--- config.mk ---
export PLATFORM = sky130hd
export DESIGN_NAME = kmi_ctrl
export DESIGN_NICKNAME = d
export VERILOG_FILES = /design/src/sv/kmi_pkg.sv /design/src/sv/kmi_ctrl.sv
export VERILOG_INCLUDE_DIRS = /design/src /design/src/sv
export SDC_FILE = /design/constraint.sdc
export NUM_CORES = 1
export LEC_CHECK = 0
export BUFFER_PORTS_ARGS = -buffer_cell sky130_fd_sc_hd__buf_2
export CAP_MARGIN = 20
export CORE_AREA = 2 2 39 41
export CTS_CLUSTER_DIAMETER = 40
export CTS_CLUSTER_SIZE = 25
export DETAILED_ROUTE_END_ITERATION = 6
export DIE_AREA = 0 0 41 43
export GPL_ROUTABILITY_DRIVEN = 0
export PLACE_DENSITY_LB_ADDON = 0.08
export SLEW_MARGIN = 25
export SYNTH_ARGS = -nofsm -noshare
export SYNTH_HDL_FRONTEND = slang
export SYNTH_SLANG_ARGS = --single-unit
--- constraint.sdc ---
create_clock -name clk -period 1.4 [get_ports clk]
set_input_delay 0.07 -clock clk [delete_from_list [all_inputs] [get_ports clk]]
set_output_delay 0.07 -clock clk [all_outputs]
set_load 0.05 [all_outputs]
--- src/sv/keyframe_matrix_interpolator_core_defines.svh ---
// ---------------------------------------------------------------------------
// keyframe_matrix_interpolator_core_defines.svh
// assertion macros shared by the interpolator rtl
// ---------------------------------------------------------------------------
`ifndef KEYFRAME_MATRIX_INTERPOLATOR_CORE_DEFINES_SVH
`define KEYFRAME_MATRIX_INTERPOLATOR_CORE_DEFINES_SVH

`ifndef ASSERT_OFF
// same-cycle implication
`define KMI_ASSERT_IMPL(label, clk, rst_n, ante, cons) \
    label: assert property (@(posedge clk) disable iff (!rst_n) (ante) |-> (cons)) \
        else $error("kmi assertion failed");
// next-cycle implication
`define KMI_ASSERT_NEXT(label, clk, rst_n, ante, cons) \
    label: assert property (@(posedge clk) disable iff (!rst_n) (ante) |=> (cons)) \
        else $error("kmi assertion failed");
`else
`define KMI_ASSERT_IMPL(label, clk, rst_n, ante, cons)
`define KMI_ASSERT_NEXT(label, clk, rst_n, ante, cons)
`endif

`endif

--- src/sv/kmi_pkg.sv ---
// ---------------------------------------------------------------------------
// kmi_pkg
// types and constants of the keyframe matrix interpolator
// ---------------------------------------------------------------------------
package kmi_pkg;

    localparam int ELEMS  = 16;
    localparam int EIDX_W = 4;

    localparam logic [1:0] ACT_LOAD_TIME = 2'd0;
    localparam logic [1:0] ACT_LOAD_ELEM = 2'd1;
    localparam logic [1:0] ACT_QUERY     = 2'd2;

    localparam logic [1:0] STS_OK    = 2'd0;
    localparam logic [1:0] STS_CLAMP = 2'd1;
    localparam logic [1:0] STS_ABOVE = 2'd2;
    localparam logic [1:0] STS_EQUAL = 2'd3;

    localparam logic [5:0] KEY_COUNT_RESET = 6'd2;
    localparam logic [32:0] ONE_Q16 = 33'h0_0001_0000;
    localparam logic [5:0] DIV_STEPS = 6'd33;
    localparam logic [3:0] LAST_ELEM = 4'd15;

    typedef enum logic [3:0] {
        ST_IDLE,
        ST_SRCH_RD,
        ST_SRCH_CMP,
        ST_T1_RD,
        ST_T1_CHK,
        ST_DIVIDE,
        ST_EL_RD,
        ST_EL_DIFF,
        ST_EL_MLO,
        ST_EL_MHI,
        ST_EL_TERM,
        ST_EL_OUT
    } state_t;

    typedef struct packed {
        logic wr_time;
        logic wr_elem;
        logic q_start;
        logic rd_search;
        logic search_take;
        logic search_next;
        logic rd_t1;
        logic t1_take;
        logic div_step;
        logic div_fin;
        logic el_rd;
        logic el_diff;
        logic el_mlo;
        logic el_mhi;
        logic el_term;
        logic out_load;
    } cmd_t;

    typedef struct packed {
        logic hit;
        logic last_pair;
        logic zero_d;
        logic div_done;
        logic out_free;
        logic el_last;
    } sts_t;

endpackage

--- src/sv/kmi_ctrl.sv ---
// ---------------------------------------------------------------------------
// kmi_ctrl
// sequencer: table writes, key search, weight division and per-element multiply steps
// ---------------------------------------------------------------------------
`include "keyframe_matrix_interpolator_core_defines.svh"

module kmi_ctrl
(
    input  logic          clk,
    input  logic          rst_n,
    input  logic          item_valid,
    input  logic [1:0]    action,
    output logic          item_ready,
    output kmi_pkg::cmd_t cmd,
    input  kmi_pkg::sts_t sts
);

    kmi_pkg::state_t state_reg;
    kmi_pkg::state_t state_next;

    always_ff @(posedge clk or negedge rst_n)
    begin
        if (!rst_n)
        begin
            state_reg <= kmi_pkg::ST_IDLE;
        end
        else
        begin
            state_reg <= state_next;
        end
    end

    always_comb
    begin
        state_next = state_reg;
        cmd        = '0;
        item_ready = 1'b0;
        unique case (state_reg)
            kmi_pkg::ST_IDLE:
            begin
                item_ready = 1'b1;
                if (item_valid)
                begin
                    unique case (action)
                        kmi_pkg::ACT_LOAD_TIME: cmd.wr_time = 1'b1;
                        kmi_pkg::ACT_LOAD_ELEM: cmd.wr_elem = 1'b1;
                        kmi_pkg::ACT_QUERY:
                        begin
                            cmd.q_start = 1'b1;
                            state_next  = kmi_pkg::ST_SRCH_RD;
                        end
                        default: ;
                    endcase
                end
            end
            kmi_pkg::ST_SRCH_RD:
            begin
                cmd.rd_search = 1'b1;
                state_next    = kmi_pkg::ST_SRCH_CMP;
            end
            kmi_pkg::ST_SRCH_CMP:
            begin
                if (sts.hit || sts.last_pair)
                begin
                    cmd.search_take = 1'b1;
                    state_next      = kmi_pkg::ST_T1_RD;
                end
                else
                begin
                    cmd.search_next = 1'b1;
                    state_next      = kmi_pkg::ST_SRCH_RD;
                end
            end
            kmi_pkg::ST_T1_RD:
            begin
                cmd.rd_t1  = 1'b1;
                state_next = kmi_pkg::ST_T1_CHK;
            end
            kmi_pkg::ST_T1_CHK:
            begin
                cmd.t1_take = 1'b1;
                state_next  = sts.zero_d ? kmi_pkg::ST_EL_RD : kmi_pkg::ST_DIVIDE;
            end
            kmi_pkg::ST_DIVIDE:
            begin
                if (sts.div_done)
                begin
                    cmd.div_fin = 1'b1;
                    state_next  = kmi_pkg::ST_EL_RD;
                end
                else
                begin
                    cmd.div_step = 1'b1;
                end
            end
            kmi_pkg::ST_EL_RD:
            begin
                cmd.el_rd  = 1'b1;
                state_next = kmi_pkg::ST_EL_DIFF;
            end
            kmi_pkg::ST_EL_DIFF:
            begin
                cmd.el_diff = 1'b1;
                state_next  = kmi_pkg::ST_EL_MLO;
            end
            kmi_pkg::ST_EL_MLO:
            begin
                cmd.el_mlo = 1'b1;
                state_next = kmi_pkg::ST_EL_MHI;
            end
            kmi_pkg::ST_EL_MHI:
            begin
                cmd.el_mhi = 1'b1;
                state_next = kmi_pkg::ST_EL_TERM;
            end
            kmi_pkg::ST_EL_TERM:
            begin
                cmd.el_term = 1'b1;
                state_next  = kmi_pkg::ST_EL_OUT;
            end
            kmi_pkg::ST_EL_OUT:
            begin
                if (sts.out_free)
                begin
                    cmd.out_load = 1'b1;
                    state_next   = sts.el_last ? kmi_pkg::ST_IDLE : kmi_pkg::ST_EL_RD;
                end
            end
            default: state_next = kmi_pkg::ST_IDLE;
        endcase
    end

    `KMI_ASSERT_NEXT(a_query_starts_search, clk, rst_n, cmd.q_start,
                     state_reg == kmi_pkg::ST_SRCH_RD)
    `KMI_ASSERT_NEXT(a_divide_holds, clk, rst_n,
                     state_reg == kmi_pkg::ST_DIVIDE && !sts.div_done,
                     state_reg == kmi_pkg::ST_DIVIDE)
    `KMI_ASSERT_NEXT(a_out_stall_holds, clk, rst_n,
                     state_reg == kmi_pkg::ST_EL_OUT && !sts.out_free,
                     state_reg == kmi_pkg::ST_EL_OUT)

endmodule

==> results by group, run 1 <==
Layout
  – Commonest non-fill, non-tap cell in the layout: buf_4
  – Synth-to-layout area growth: 155.5%
  – Max reg flops: 4
  – Share of layout cells above drive strength 1: between 80% and 90%
  – Ant. Diodes: 0
  – Most frequent cells in the layout: 22 x buf_4, 16 x buf_6, 11 x buf_2
  – Nets@finish: around 130
  – Fin cells: ~130
  – FILL cells: between 60 and 70

STA
  – Fin crit share: 110.8%
  – Fin Setup TNS: -1.055 ns
  – Max Freq: 644.7 MHz
  – Endpoints failing hold: 0
  – Rel. slew slack: between 80% and 90%
  – Final setup vio count: 17
  – Worst-Margin Slew: just under 0.3 ns
  – Skew final: around 0.0034 ns
  – RSZ-0062 raised after global routing: true
  – Max-slew violations: 0
  – Tmin final: 1.551 ns
  – Final WS setup: -0.1510 ns

Detailed routing
  – Initial DRC count: 10
  – Drt first pass iters: 4
  – Routed length per placed instance: 13.68 microns
  – DRC viols: 0
  – Antenna Violating Nets Remaining: 0
  – DRT Wirelength: about 1.8 mm
  – Vias per std cell: 5.209
  – Vias: roughly 670

Clocking
  – Clk buf depth: 2
  – Clock sink total: 4
  – CTS Buf Count: 3
  – Clk_lat worst skew: 0.24 ns
  – H-tree Lvls: 1
  – CTS tree: done
  – Root Driver: clkbuf_4
  – Clk slew on worst S/H paths: approximately 0.04 ns

Global route
  – Vias in the first global route: about 610
  – GR Util All Layers: a little over a fifth
  – GRT Residual Overflow: 0
  – Largest net degree at the start of global routing: 9
  – Initial antenna violation count: 0
  – First-pass GRT wire length: between 2 and 3 mm

Logic synthesis
  – Largest family of logic cells by synthesized area: simple AND/OR/NAND/NOR gates
  – Mux contribution to synthesized area: 0%
  – Synth warn: 0
  – Post-Synthesis Cells: between 50 and 60
  – Top cell type's share of synthesized area: a little over a fifth
  – XOR/XNOR share of the synthesized area: 0%
  – Syn nets: 70
  – Synth top area cells: dfrtp_1 21%, nor3_1 6.4%, nor2_1 6.4%
  – Post-synth cell types: 33
  – Synth Area in Simple Gates: between 50% and 60%
  – Mapped Avg Cell Area: about 7.9 sq um
  – Seq/Total Area, Yosys: a little over a fifth
  – Cell Area, Synth: 466.7 sq um
  – Adder-cell area share of the yosys netlist: 0%
  – Flip-flop and latch count after synthesis: 4
  – Leading area contributor after synthesis: dfrtp_1
  – Compound-cell area share of the yosys netlist: roughly 17%

Run status
  – Outcome: finished with violations
  – Failing checks: negative setup slack

Pwr
  – Leak: approximately 0.52 nW
  – PwrDens: between 2000 and 2500 mW/mm^2
  – Peak supply drop: between 1 and 1.5 mV

Floorplanning
  – Die ar.: between 0.0015 and 0.002 sq mm
  – Die Y-Extent: roughly 43 microns
  – Starting Density: 33.73%
  – # IOs: 28
  – # rows: 14
  – Die Width: roughly 41 microns
  – Core area: about 0.0014 sq mm

Critical path
  – Critical Path End Type: primary output
  – Worst reg-to-reg path cell count: 6
  – Flop-to-flop setup slack: -0.05 ns
  – CP startpoint kind: flop
  – Critical Path RT: 1.33 ns
  – Critical path arrival: 1.48 ns
  – Crit-path max FO: 4
  – Worst Path Class, Setup: reg2out

Place
  – Placed Cells: ~110
  – DP HPWL: around 1.1 mm
  – I/O Buffers: 27

Flow run
  – MaxCap Viol Count: 0

Hold path
  – Min-delay worst type: in2reg
  – WHS Path Cells: 2
[final cells by class]
type / count / area [sq um] / share of cell area, %
clock buffers: 3 / 22.52 / 1.889
inverters: 4 / 17.52 / 1.469
multi-input cells: 47 / 541.8 / 45.44
flip-flops and latches: 4 / 105.1 / 8.814
well taps: 16 / 20.02 / 1.679
repair buffers: 55 / 485.5 / 40.71
[repair_timing]
item,CTS,global route
hold endpoints to repair,4,0
resized for setup,42,33
pin swaps,7,10
hold buffers,1,0
setup buffers,7,5
setup endpoints to repair,18,19
[cell families after synthesis]
group	count (synthesis)
simple gates	36
compound gates	11
buf+inv	8
flops	4
[power breakdown]
part / switching (mW) / internal [mW]
clock: 0.0519 / 0.0962
combinational: 1.16 / 0.984
sequential: 0.0823 / 0.177
[worst paths after layout]
kind | from | endpoint
max | state_reg[0] | cmd[13]
min | sts[1] | state_reg[1]
max reg2reg | state_reg[0] | state_reg[1]
min reg2reg | state_reg[0] | state_reg[0]
max in group asynchronous | rst_n | state_reg[3]
min in group asynchronous | rst_n | state_reg[0]
[Yosys cell counts]
cell / count
nand2b_4: 1
nor4bb_1: 1
inv_2: 2
o21ai_2: 1
nor4b_1: 1
o221ai_1: 1
a21oi_1: 2
nor2_2: 1
nor4_2: 1
a221oi_1: 1
o21ai_0: 1
nor3_2: 1
o21ai_1: 1
a211oi_1: 2
nor2_1: 8
nand2_1: 3
buf_6: 1
nor3_1: 6
nor4b_2: 1
dfrtp_1: 4
and4bb_1: 1
nand2b_1: 3
nand3_1: 1
nor4_1: 1
nand2_2: 1
nand3b_1: 1
o32ai_1: 1
buf_4: 3
nand3_2: 1
nor2b_1: 1
inv_1: 2
o21bai_1: 1
and4b_1: 2
[per-layer routing]
metal | global-route usage [%] | wire length [microns]
met4 | 8.000 | 27
met3 | 4.712 | 82
met1 | 27.69 | 748
met2 | 34.06 | 907
met5 | 0 | 0
[through the flow]
step           instance area, sq um  total power [mW]  hold slack [ns]  util [%]  setup WS, ns
2_1_floorplan                 550.5             1.246          -0.2256         -       -0.3845
3_3_place_gp                  792.0             1.666          -0.1232     57.23      -0.02166
3_5_place_dp                  792.0             1.666          -0.1219     57.23      -0.03595
4_1_cts                       999.7             2.097          0.05475     72.24       -0.1620
5_1_grt                        1192             2.664           0.1001     86.17       -0.2043
6_report                       1192             2.551          0.07753     86.17       -0.1510
[critical path, stage by stage (launching register included)]
cell and delay [ns]:
dfrtp_2 0.44, nor4_4 0.36, and4b_4 0.29, buf_8 0.14
No activity file was read; power rests on OpenSTA's default activity.
==> inputs of run 2 (changes only) <==
TNS_END_PERCENT = 1   (was unset)
==> run 2 against run 1 <==
  * The run still ends with negative setup slack left
  * Power is 25% lower
  * Core utilization is 20 points lower
  * Combinational power is 30% lower
  * Clock-buffer cell count stayed put
  * Highest routed layer is now met3
==> results by group, run 2 (synthesis results as in run 1) <==
Run status
  – Outcome: finished with violations (unchanged)
  – Failing checks: negative setup slack (unchanged)

Place
  – I/O Buffers: 27 (unchanged)
  – Placed Cells: 112 (was 114)
  – DP HPWL: 1.138 mm (was 1.069 mm)

Global route
  – Largest net degree at the start of global routing: 9 (unchanged)
  – GR Util All Layers: 19.03% (was 21.67%)
  – Initial antenna violation count: 0 (unchanged)
  – Vias in the first global route: 566 (was 612)
  – GRT Residual Overflow: 0 (unchanged)
  – First-pass GRT wire length: 2.332 mm (was 2.601 mm)

Layout
  – Commonest non-fill, non-tap cell in the layout: buf_4 (unchanged)
  – Nets@finish: 115 (was 126)
  – Ant. Diodes: 0 (unchanged)
  – Most frequent cells in the layout: 17 x buf_4, 14 x buf_6, 11 x buf_2 (was 22 x buf_4, 16 x buf_6, 11 x buf_2)
  – Synth-to-layout area growth: 97.59% (was 155.5%)
  – FILL cells: 116 (was 66)
  – Share of layout cells above drive strength 1: 73.53% (was 83.19%)
  – Area of the multi-input gates: 394.1 sq um (was 541.8 sq um)
  – Reg area: 105.1 sq um (unchanged)
  – Max reg flops: 4 (unchanged)
  – Fin cells: 118 (was 129)

STA
  – Max Freq: 652.6 MHz (was 644.7 MHz)
  – Worst-Margin Slew: 0.3355 ns (was 0.2963 ns)
  – Final setup vio count: 15 (was 17)
  – Final WS setup: -0.1323 ns (was -0.1510 ns)
  – Skew final: 0.003007 ns (was 0.003414 ns)
  – Max-slew violations: 0 (unchanged)
  – Endpoints failing hold: 0 (unchanged)
  – RSZ-0062 raised after global routing: true (unchanged)
  – Hold_ws: 0.08854 ns (was 0.07753 ns)
  – Fin crit share: 109.5% (was 110.8%)
  – Tmin final: 1.532 ns (was 1.551 ns)
  – Rel. slew slack: 77.33% (was 80.10%)
  – Fin Setup TNS: -0.9130 ns (was -1.055 ns)

Detailed routing
  – DRT met1 WL: 610 microns (was 748 microns)
  – Drt first pass iters: 4 (unchanged)
  – Met2 wire len: 778 microns (was 907 microns)
  – DRT Wirelength: 1.437 mm (was 1.765 mm)
  – Vias: 594 (was 672)
  – Initial DRC count: 7 (was 10)
  – DR top layer: met3 (was met4)
  – DRC viols: 0 (unchanged)
  – DR WL met3: 48 microns (was 82 microns)
  – Vias per std cell: 5.034 (was 5.209)
  – Routed length per placed instance: 12.18 microns (was 13.68 microns)
  – Antenna Violating Nets Remaining: 0 (unchanged)

Clocking
  – Clk buf depth: 2 (unchanged)
  – H-tree Lvls: 1 (unchanged)
  – Root Driver: clkbuf_4 (unchanged)
  – Clock sink total: 4 (unchanged)
  – CTS tree: done (unchanged)
  – CTS Buf Count: 3 (unchanged)
  – Clk_lat worst skew: 0.23 ns (was 0.24 ns)
  – Clk slew on worst S/H paths: 0.03 ns (was 0.04 ns)

Critical path
  – Critical path arrival: 1.46 ns (was 1.48 ns)
  – CP startpoint kind: flop (unchanged)
  – Crit-path max FO: 5 (was 4)
  – Worst-path cell chain: nor4_4 -> and4b_2 -> buf_8 (was nor4_4 -> and4b_4 -> buf_8)
  – Critical path endpoint: cmd[14] (was cmd[13])
  – Critical path launch point: state_reg[0] (unchanged)
  – Flop-to-flop setup slack: 0 ns (was -0.05 ns)
  – Worst reg-to-reg path cell count: 4 (was 6)
  – Worst path slowest cell: dfrtp_2 (unchanged)
  – Max stage delay on crit path: 0.43 ns (was 0.44 ns)
  – Reg-to-reg critical path startpoint: state_reg[2] (was state_reg[0])
  – Critical Path End Type: primary output (unchanged)
  – Worst Path Class, Setup: reg2out (unchanged)
  – Critical Path RT: 1.33 ns (about the same)
  – Reg2Reg Capture Point: state_reg[1] (unchanged)

Floorplanning
  – Starting Density: 33.73% (unchanged)
  – Die ar.: 0.001763 sq mm (unchanged)
  – # IOs: 28 (unchanged)
  – Die Y-Extent: 43 microns (unchanged)
  – # rows: 14 (unchanged)
  – Core area: 0.001384 sq mm (unchanged)
  – Die Width: 41 microns (unchanged)

Pwr
  – PwrDens: 2085 mW/mm^2 (was 2139 mW/mm^2)
  – Leak: 0.4136 nW (was 0.5171 nW)
  – Peak supply drop: 1.043 mV (was 1.329 mV)
  – Total power: 1.923 mW (was 2.551 mW)

Hold path
  – WHS Path Cells: 2 (unchanged)
  – Min-delay worst type: in2reg (unchanged)

Flow run
  – MaxCap Viol Count: 0 (unchanged)
==> run 2: final cells by class <==
| type | instances | area share (%) |
|---|---|---|
| well taps | 16 | 2.171 |
| inverters | 4 | 1.628 |
| multi-input cells | 47 | 42.74 |
| flip-flops and latches | 4 | 11.40 |
| clock buffers | 3 | 2.442 |
| repair buffers | 44 | 39.62 |
==> run 2: how the worst min path moves through the flow <==
stage,start,end,slack (ns)
final,sts[1],state_reg[1],0.09
after global routing,sts[1],state_reg[1],0.10
after CTS,sts[1],state_reg[1],0.09
after detailed placement,rst_n,state_reg[2],-0.12
after global placement,rst_n,state_reg[2],-0.12
after floorplan,rst_n,state_reg[0],-0.23
==> run 2: timing repair <==
| action | CTS | global route |
|---|---|---|
| gates cloned | 0 | 0 |
| resized for setup | 31 | 12 |
| pin swaps | 4 | 1 |
| setup endpoints to repair | 18 | 21 |
| hold endpoints to repair | 4 | 0 |
| hold buffers | 1 | 0 |
| setup buffers | 2 | 0 |
==> run 2: metal layers <==
layer  track usage, %  up-vias
li1                 -      303
met1            23.05      274
met2            32.19       17
met3            1.571        0
met4            8.000        0
met5                0        -
==> run 2: where the power goes <==
part / leakage [nW] / internal (mW) / switching [mW] / total, mW
clock: 0.0138 / 0.0957 / 0.0447 / 0.140
combinational: 0.355 / 0.638 / 0.861 / 1.50
sequential: 0.0452 / 0.178 / 0.105 / 0.283
==> run 2: through the flow <==
stage                     area (sq um)  util [%]  setup slack, ns
after floorplan                  510.5         -          -0.3845
after global placement           737.0     53.25         -0.02933
after detailed placement         737.0     53.25         -0.01745
after CTS                        874.6     63.20          -0.1497
after global routing             922.1     66.64          -0.2230
final                            922.1     66.64          -0.1323
==> run 2: critical path: cells and delay by family, from the launching register on <==
family / cells / cell delay, ns
and+or+nand+nor: 2 / 0.65
buffers and inverters: 1 / 0.15
DFF: 1 / 0.43
==> inputs of run 3 (changes only) <==
CORE_AREA = 5 5 42 44   (was 2 2 39 41)
DIE_AREA = 0 0 47 49   (was 0 0 41 43)
==> run 3 against run 2 <==
  * Via count is 5.4% higher
  * Cell count is 1.7% higher
  * Maximum frequency is 3.0% lower
  * The run still ends with negative setup slack left
==> results by group, run 3 (synthesis results as in run 1) <==
Place
  – Placed Cells: 114 (was 112)
  – I/O Buffers: 27 (unchanged)
  – Placed inst area: 752.0 sq um (was 737.0 sq um)
  – Setup WS pre-CTS: -0.01019 ns (was -0.01745 ns)
  – DP HPWL: 1.205 mm (was 1.138 mm)

Clocking
  – Root Driver: clkbuf_4 (unchanged)
  – CTS Buf Count: 3 (unchanged)
  – CTS tree: done (unchanged)
  – Clk slew on worst S/H paths: 0.04 ns (was 0.03 ns)
  – Clk_lat worst skew: 0.24 ns (was 0.23 ns)
  – H-tree Lvls: 1 (unchanged)
  – Clk buf depth: 2 (unchanged)
  – Clock sink total: 4 (unchanged)

Detailed routing
  – DRC viols: 0 (unchanged)
  – Initial DRC count: 10 (was 7)
  – DR WL met3: 136 microns (was 48 microns)
  – Vias per std cell: 5.217 (was 5.034)
  – Antenna Violating Nets Remaining: 0 (unchanged)
  – Routed length per placed instance: 13.07 microns (was 12.18 microns)
  – DR top layer: met4 (was met3)
  – Vias: 626 (was 594)
  – DRT Wirelength: 1.568 mm (was 1.437 mm)
  – Met2 wire len: 824 microns (was 778 microns)
  – DRT met1 WL: 568 microns (was 610 microns)
  – Drt first pass iters: 2 (was 4)

Critical path
  – Max stage delay on crit path: 0.46 ns (was 0.43 ns)
  – Worst path slowest cell: dfrtp_2 (unchanged)
  – Critical Path RT: 1.33 ns (about the same)
  – Critical path arrival: 1.51 ns (was 1.46 ns)
  – Critical Path End Type: primary output (unchanged)
  – CP startpoint kind: flop (unchanged)
  – Crit-path max FO: 7 (was 5)
  – CP most frequent cell: buf_4
  – Worst Path Class, Setup: reg2out (unchanged)
  – Worst-path cell chain: buf_4 -> buf_4 -> nor4b_2 -> buf_4 (was nor4_4 -> and4b_2 -> buf_8)

STA
  – Skew final: 0.007517 ns (was 0.003007 ns)
  – RSZ-0062 raised after global routing: true (unchanged)
  – Tmin final: 1.580 ns (was 1.532 ns)
  – Max-slew violations: 0 (unchanged)
  – Worst-Margin Slew: 0.2966 ns (was 0.3355 ns)
  – Endpoints failing hold: 0 (unchanged)
  – Final setup vio count: 16 (was 15)
  – Final WS setup: -0.1805 ns (was -0.1323 ns)
  – Max Freq: 632.7 MHz (was 652.6 MHz)
  – Fin crit share: 112.9% (was 109.5%)
  – Rel. slew slack: 80.08% (was 77.33%)

Floorplanning
  – Die Y-Extent: 49 microns (was 43 microns)
  – Core area: 0.001401 sq mm (was 0.001384 sq mm)
  – # IOs: 28 (unchanged)
  – Die ar.: 0.002303 sq mm (was 0.001763 sq mm)
  – Starting Density: 33.30% (was 33.73%)
  – Die Width: 47 microns (was 41 microns)
  – # rows: 14 (unchanged)

Global route
  – Largest net degree at the start of global routing: 10 (was 9)
  – GRT Residual Overflow: 0 (unchanged)
  – First-pass GRT wire length: 2.490 mm (was 2.332 mm)
  – Vias in the first global route: 602 (was 566)
  – GR Util All Layers: 15.10% (was 19.03%)
  – Initial antenna violation count: 0 (unchanged)

Pwr
  – PwrDens: 2131 mW/mm^2 (was 2085 mW/mm^2)
  – Peak supply drop: 1.277 mV (was 1.043 mV)
  – Leak: 0.4333 nW (was 0.4136 nW)

Layout
  – Fin cells: 120 (was 118)
  – Max reg flops: 4 (unchanged)
  – Commonest non-fill, non-tap cell in the layout: buf_6 (was buf_4)
  – Most frequent cells in the layout: 17 x buf_6, 16 x buf_4, 10 x buf_2 (was 17 x buf_4, 14 x buf_6, 11 x buf_2)
  – Share of layout cells above drive strength 1: 71.15% (was 73.53%)
  – Ant. Diodes: 0 (unchanged)
  – Final Instance Area: 958.4 sq um (was 922.1 sq um)
  – Synth-to-layout area growth: 105.4% (was 97.59%)
  – Nets@finish: 117 (was 115)

Hold path
  – Min-delay worst type: in2reg (unchanged)

Flow run
  – MaxCap Viol Count: 0 (unchanged)

Run status
  – Outcome: finished with violations (unchanged)
  – Failing checks: negative setup slack (unchanged)
## run 3: what timing repair did
action	in CTS	in global routing
buffers inserted	0	2
pin swaps	1	3
hold buffers	1	0
setup endpoints to repair	18	19
endpoints found under the hold margin	4	0
gates resized for setup	33	12
## run 3: stage by stage
stage / hold slack (ns) / power (mW) / utilization [%] / setup TNS (ns)
after CTS: 0.03844 / 1.880 / 63.04 / -1.873
after global placement: -0.1195 / 1.589 / 53.66 / -0.02711
after floorplan: -0.2256 / 1.178 / - / -4.314
after global routing: 0.04426 / 2.185 / 68.39 / -3.065
after detailed placement: -0.1191 / 1.585 / 53.66 / -0.01019
final: 0.05097 / 2.042 / 68.39 / -1.660
## run 3: layer usage
layer	GRT usage (%)	up-vias
li1	-	313
met1	14.60	284
met2	26.70	24
met3	3.321	5
met4	9.677	0
met5	0	-
## run 3: power breakdown
group          internal, mW  total [mW]  switching (mW)
combinational         0.738        1.64           0.898
sequential            0.175       0.258          0.0835
clock                0.0961       0.147          0.0511
total                  1.01        2.04            1.03
## run 3: worst paths after layout
| path | startpoint | endpoint | slack, ns | cells past startpoint |
|---|---|---|---|---|
| setup / recovery | state_reg[3] | cmd[10] | -0.18 | 4 |
| hold / removal | sts[1] | state_reg[1] | 0.05 | 2 |
| setup reg to reg | state_reg[2] | state_reg[3] | -0.01 | 4 |
| hold reg to reg | state_reg[0] | state_reg[0] | 0.68 | 2 |
| max in group asynchronous | rst_n | state_reg[2] | 1.10 | 2 |
| min in group asynchronous | rst_n | state_reg[3] | 0.16 | 2 |
## run 3: final cells by class
class	instances	area [sq um]
sequential	4	103.9
inverter	4	15.01
clock buffer	3	22.52
tap	16	20.02
multi-input combinational	47	390.4
timing repair buffer	46	406.6
fill	118	442.9
## run 3: critical path, delay by kind of cell (launching register included)
kind                   cells  cell delay [ns]
buffers and inverters      3             0.54
flip-flops                 1             0.46
AND/OR/NAND/NOR            1             0.27
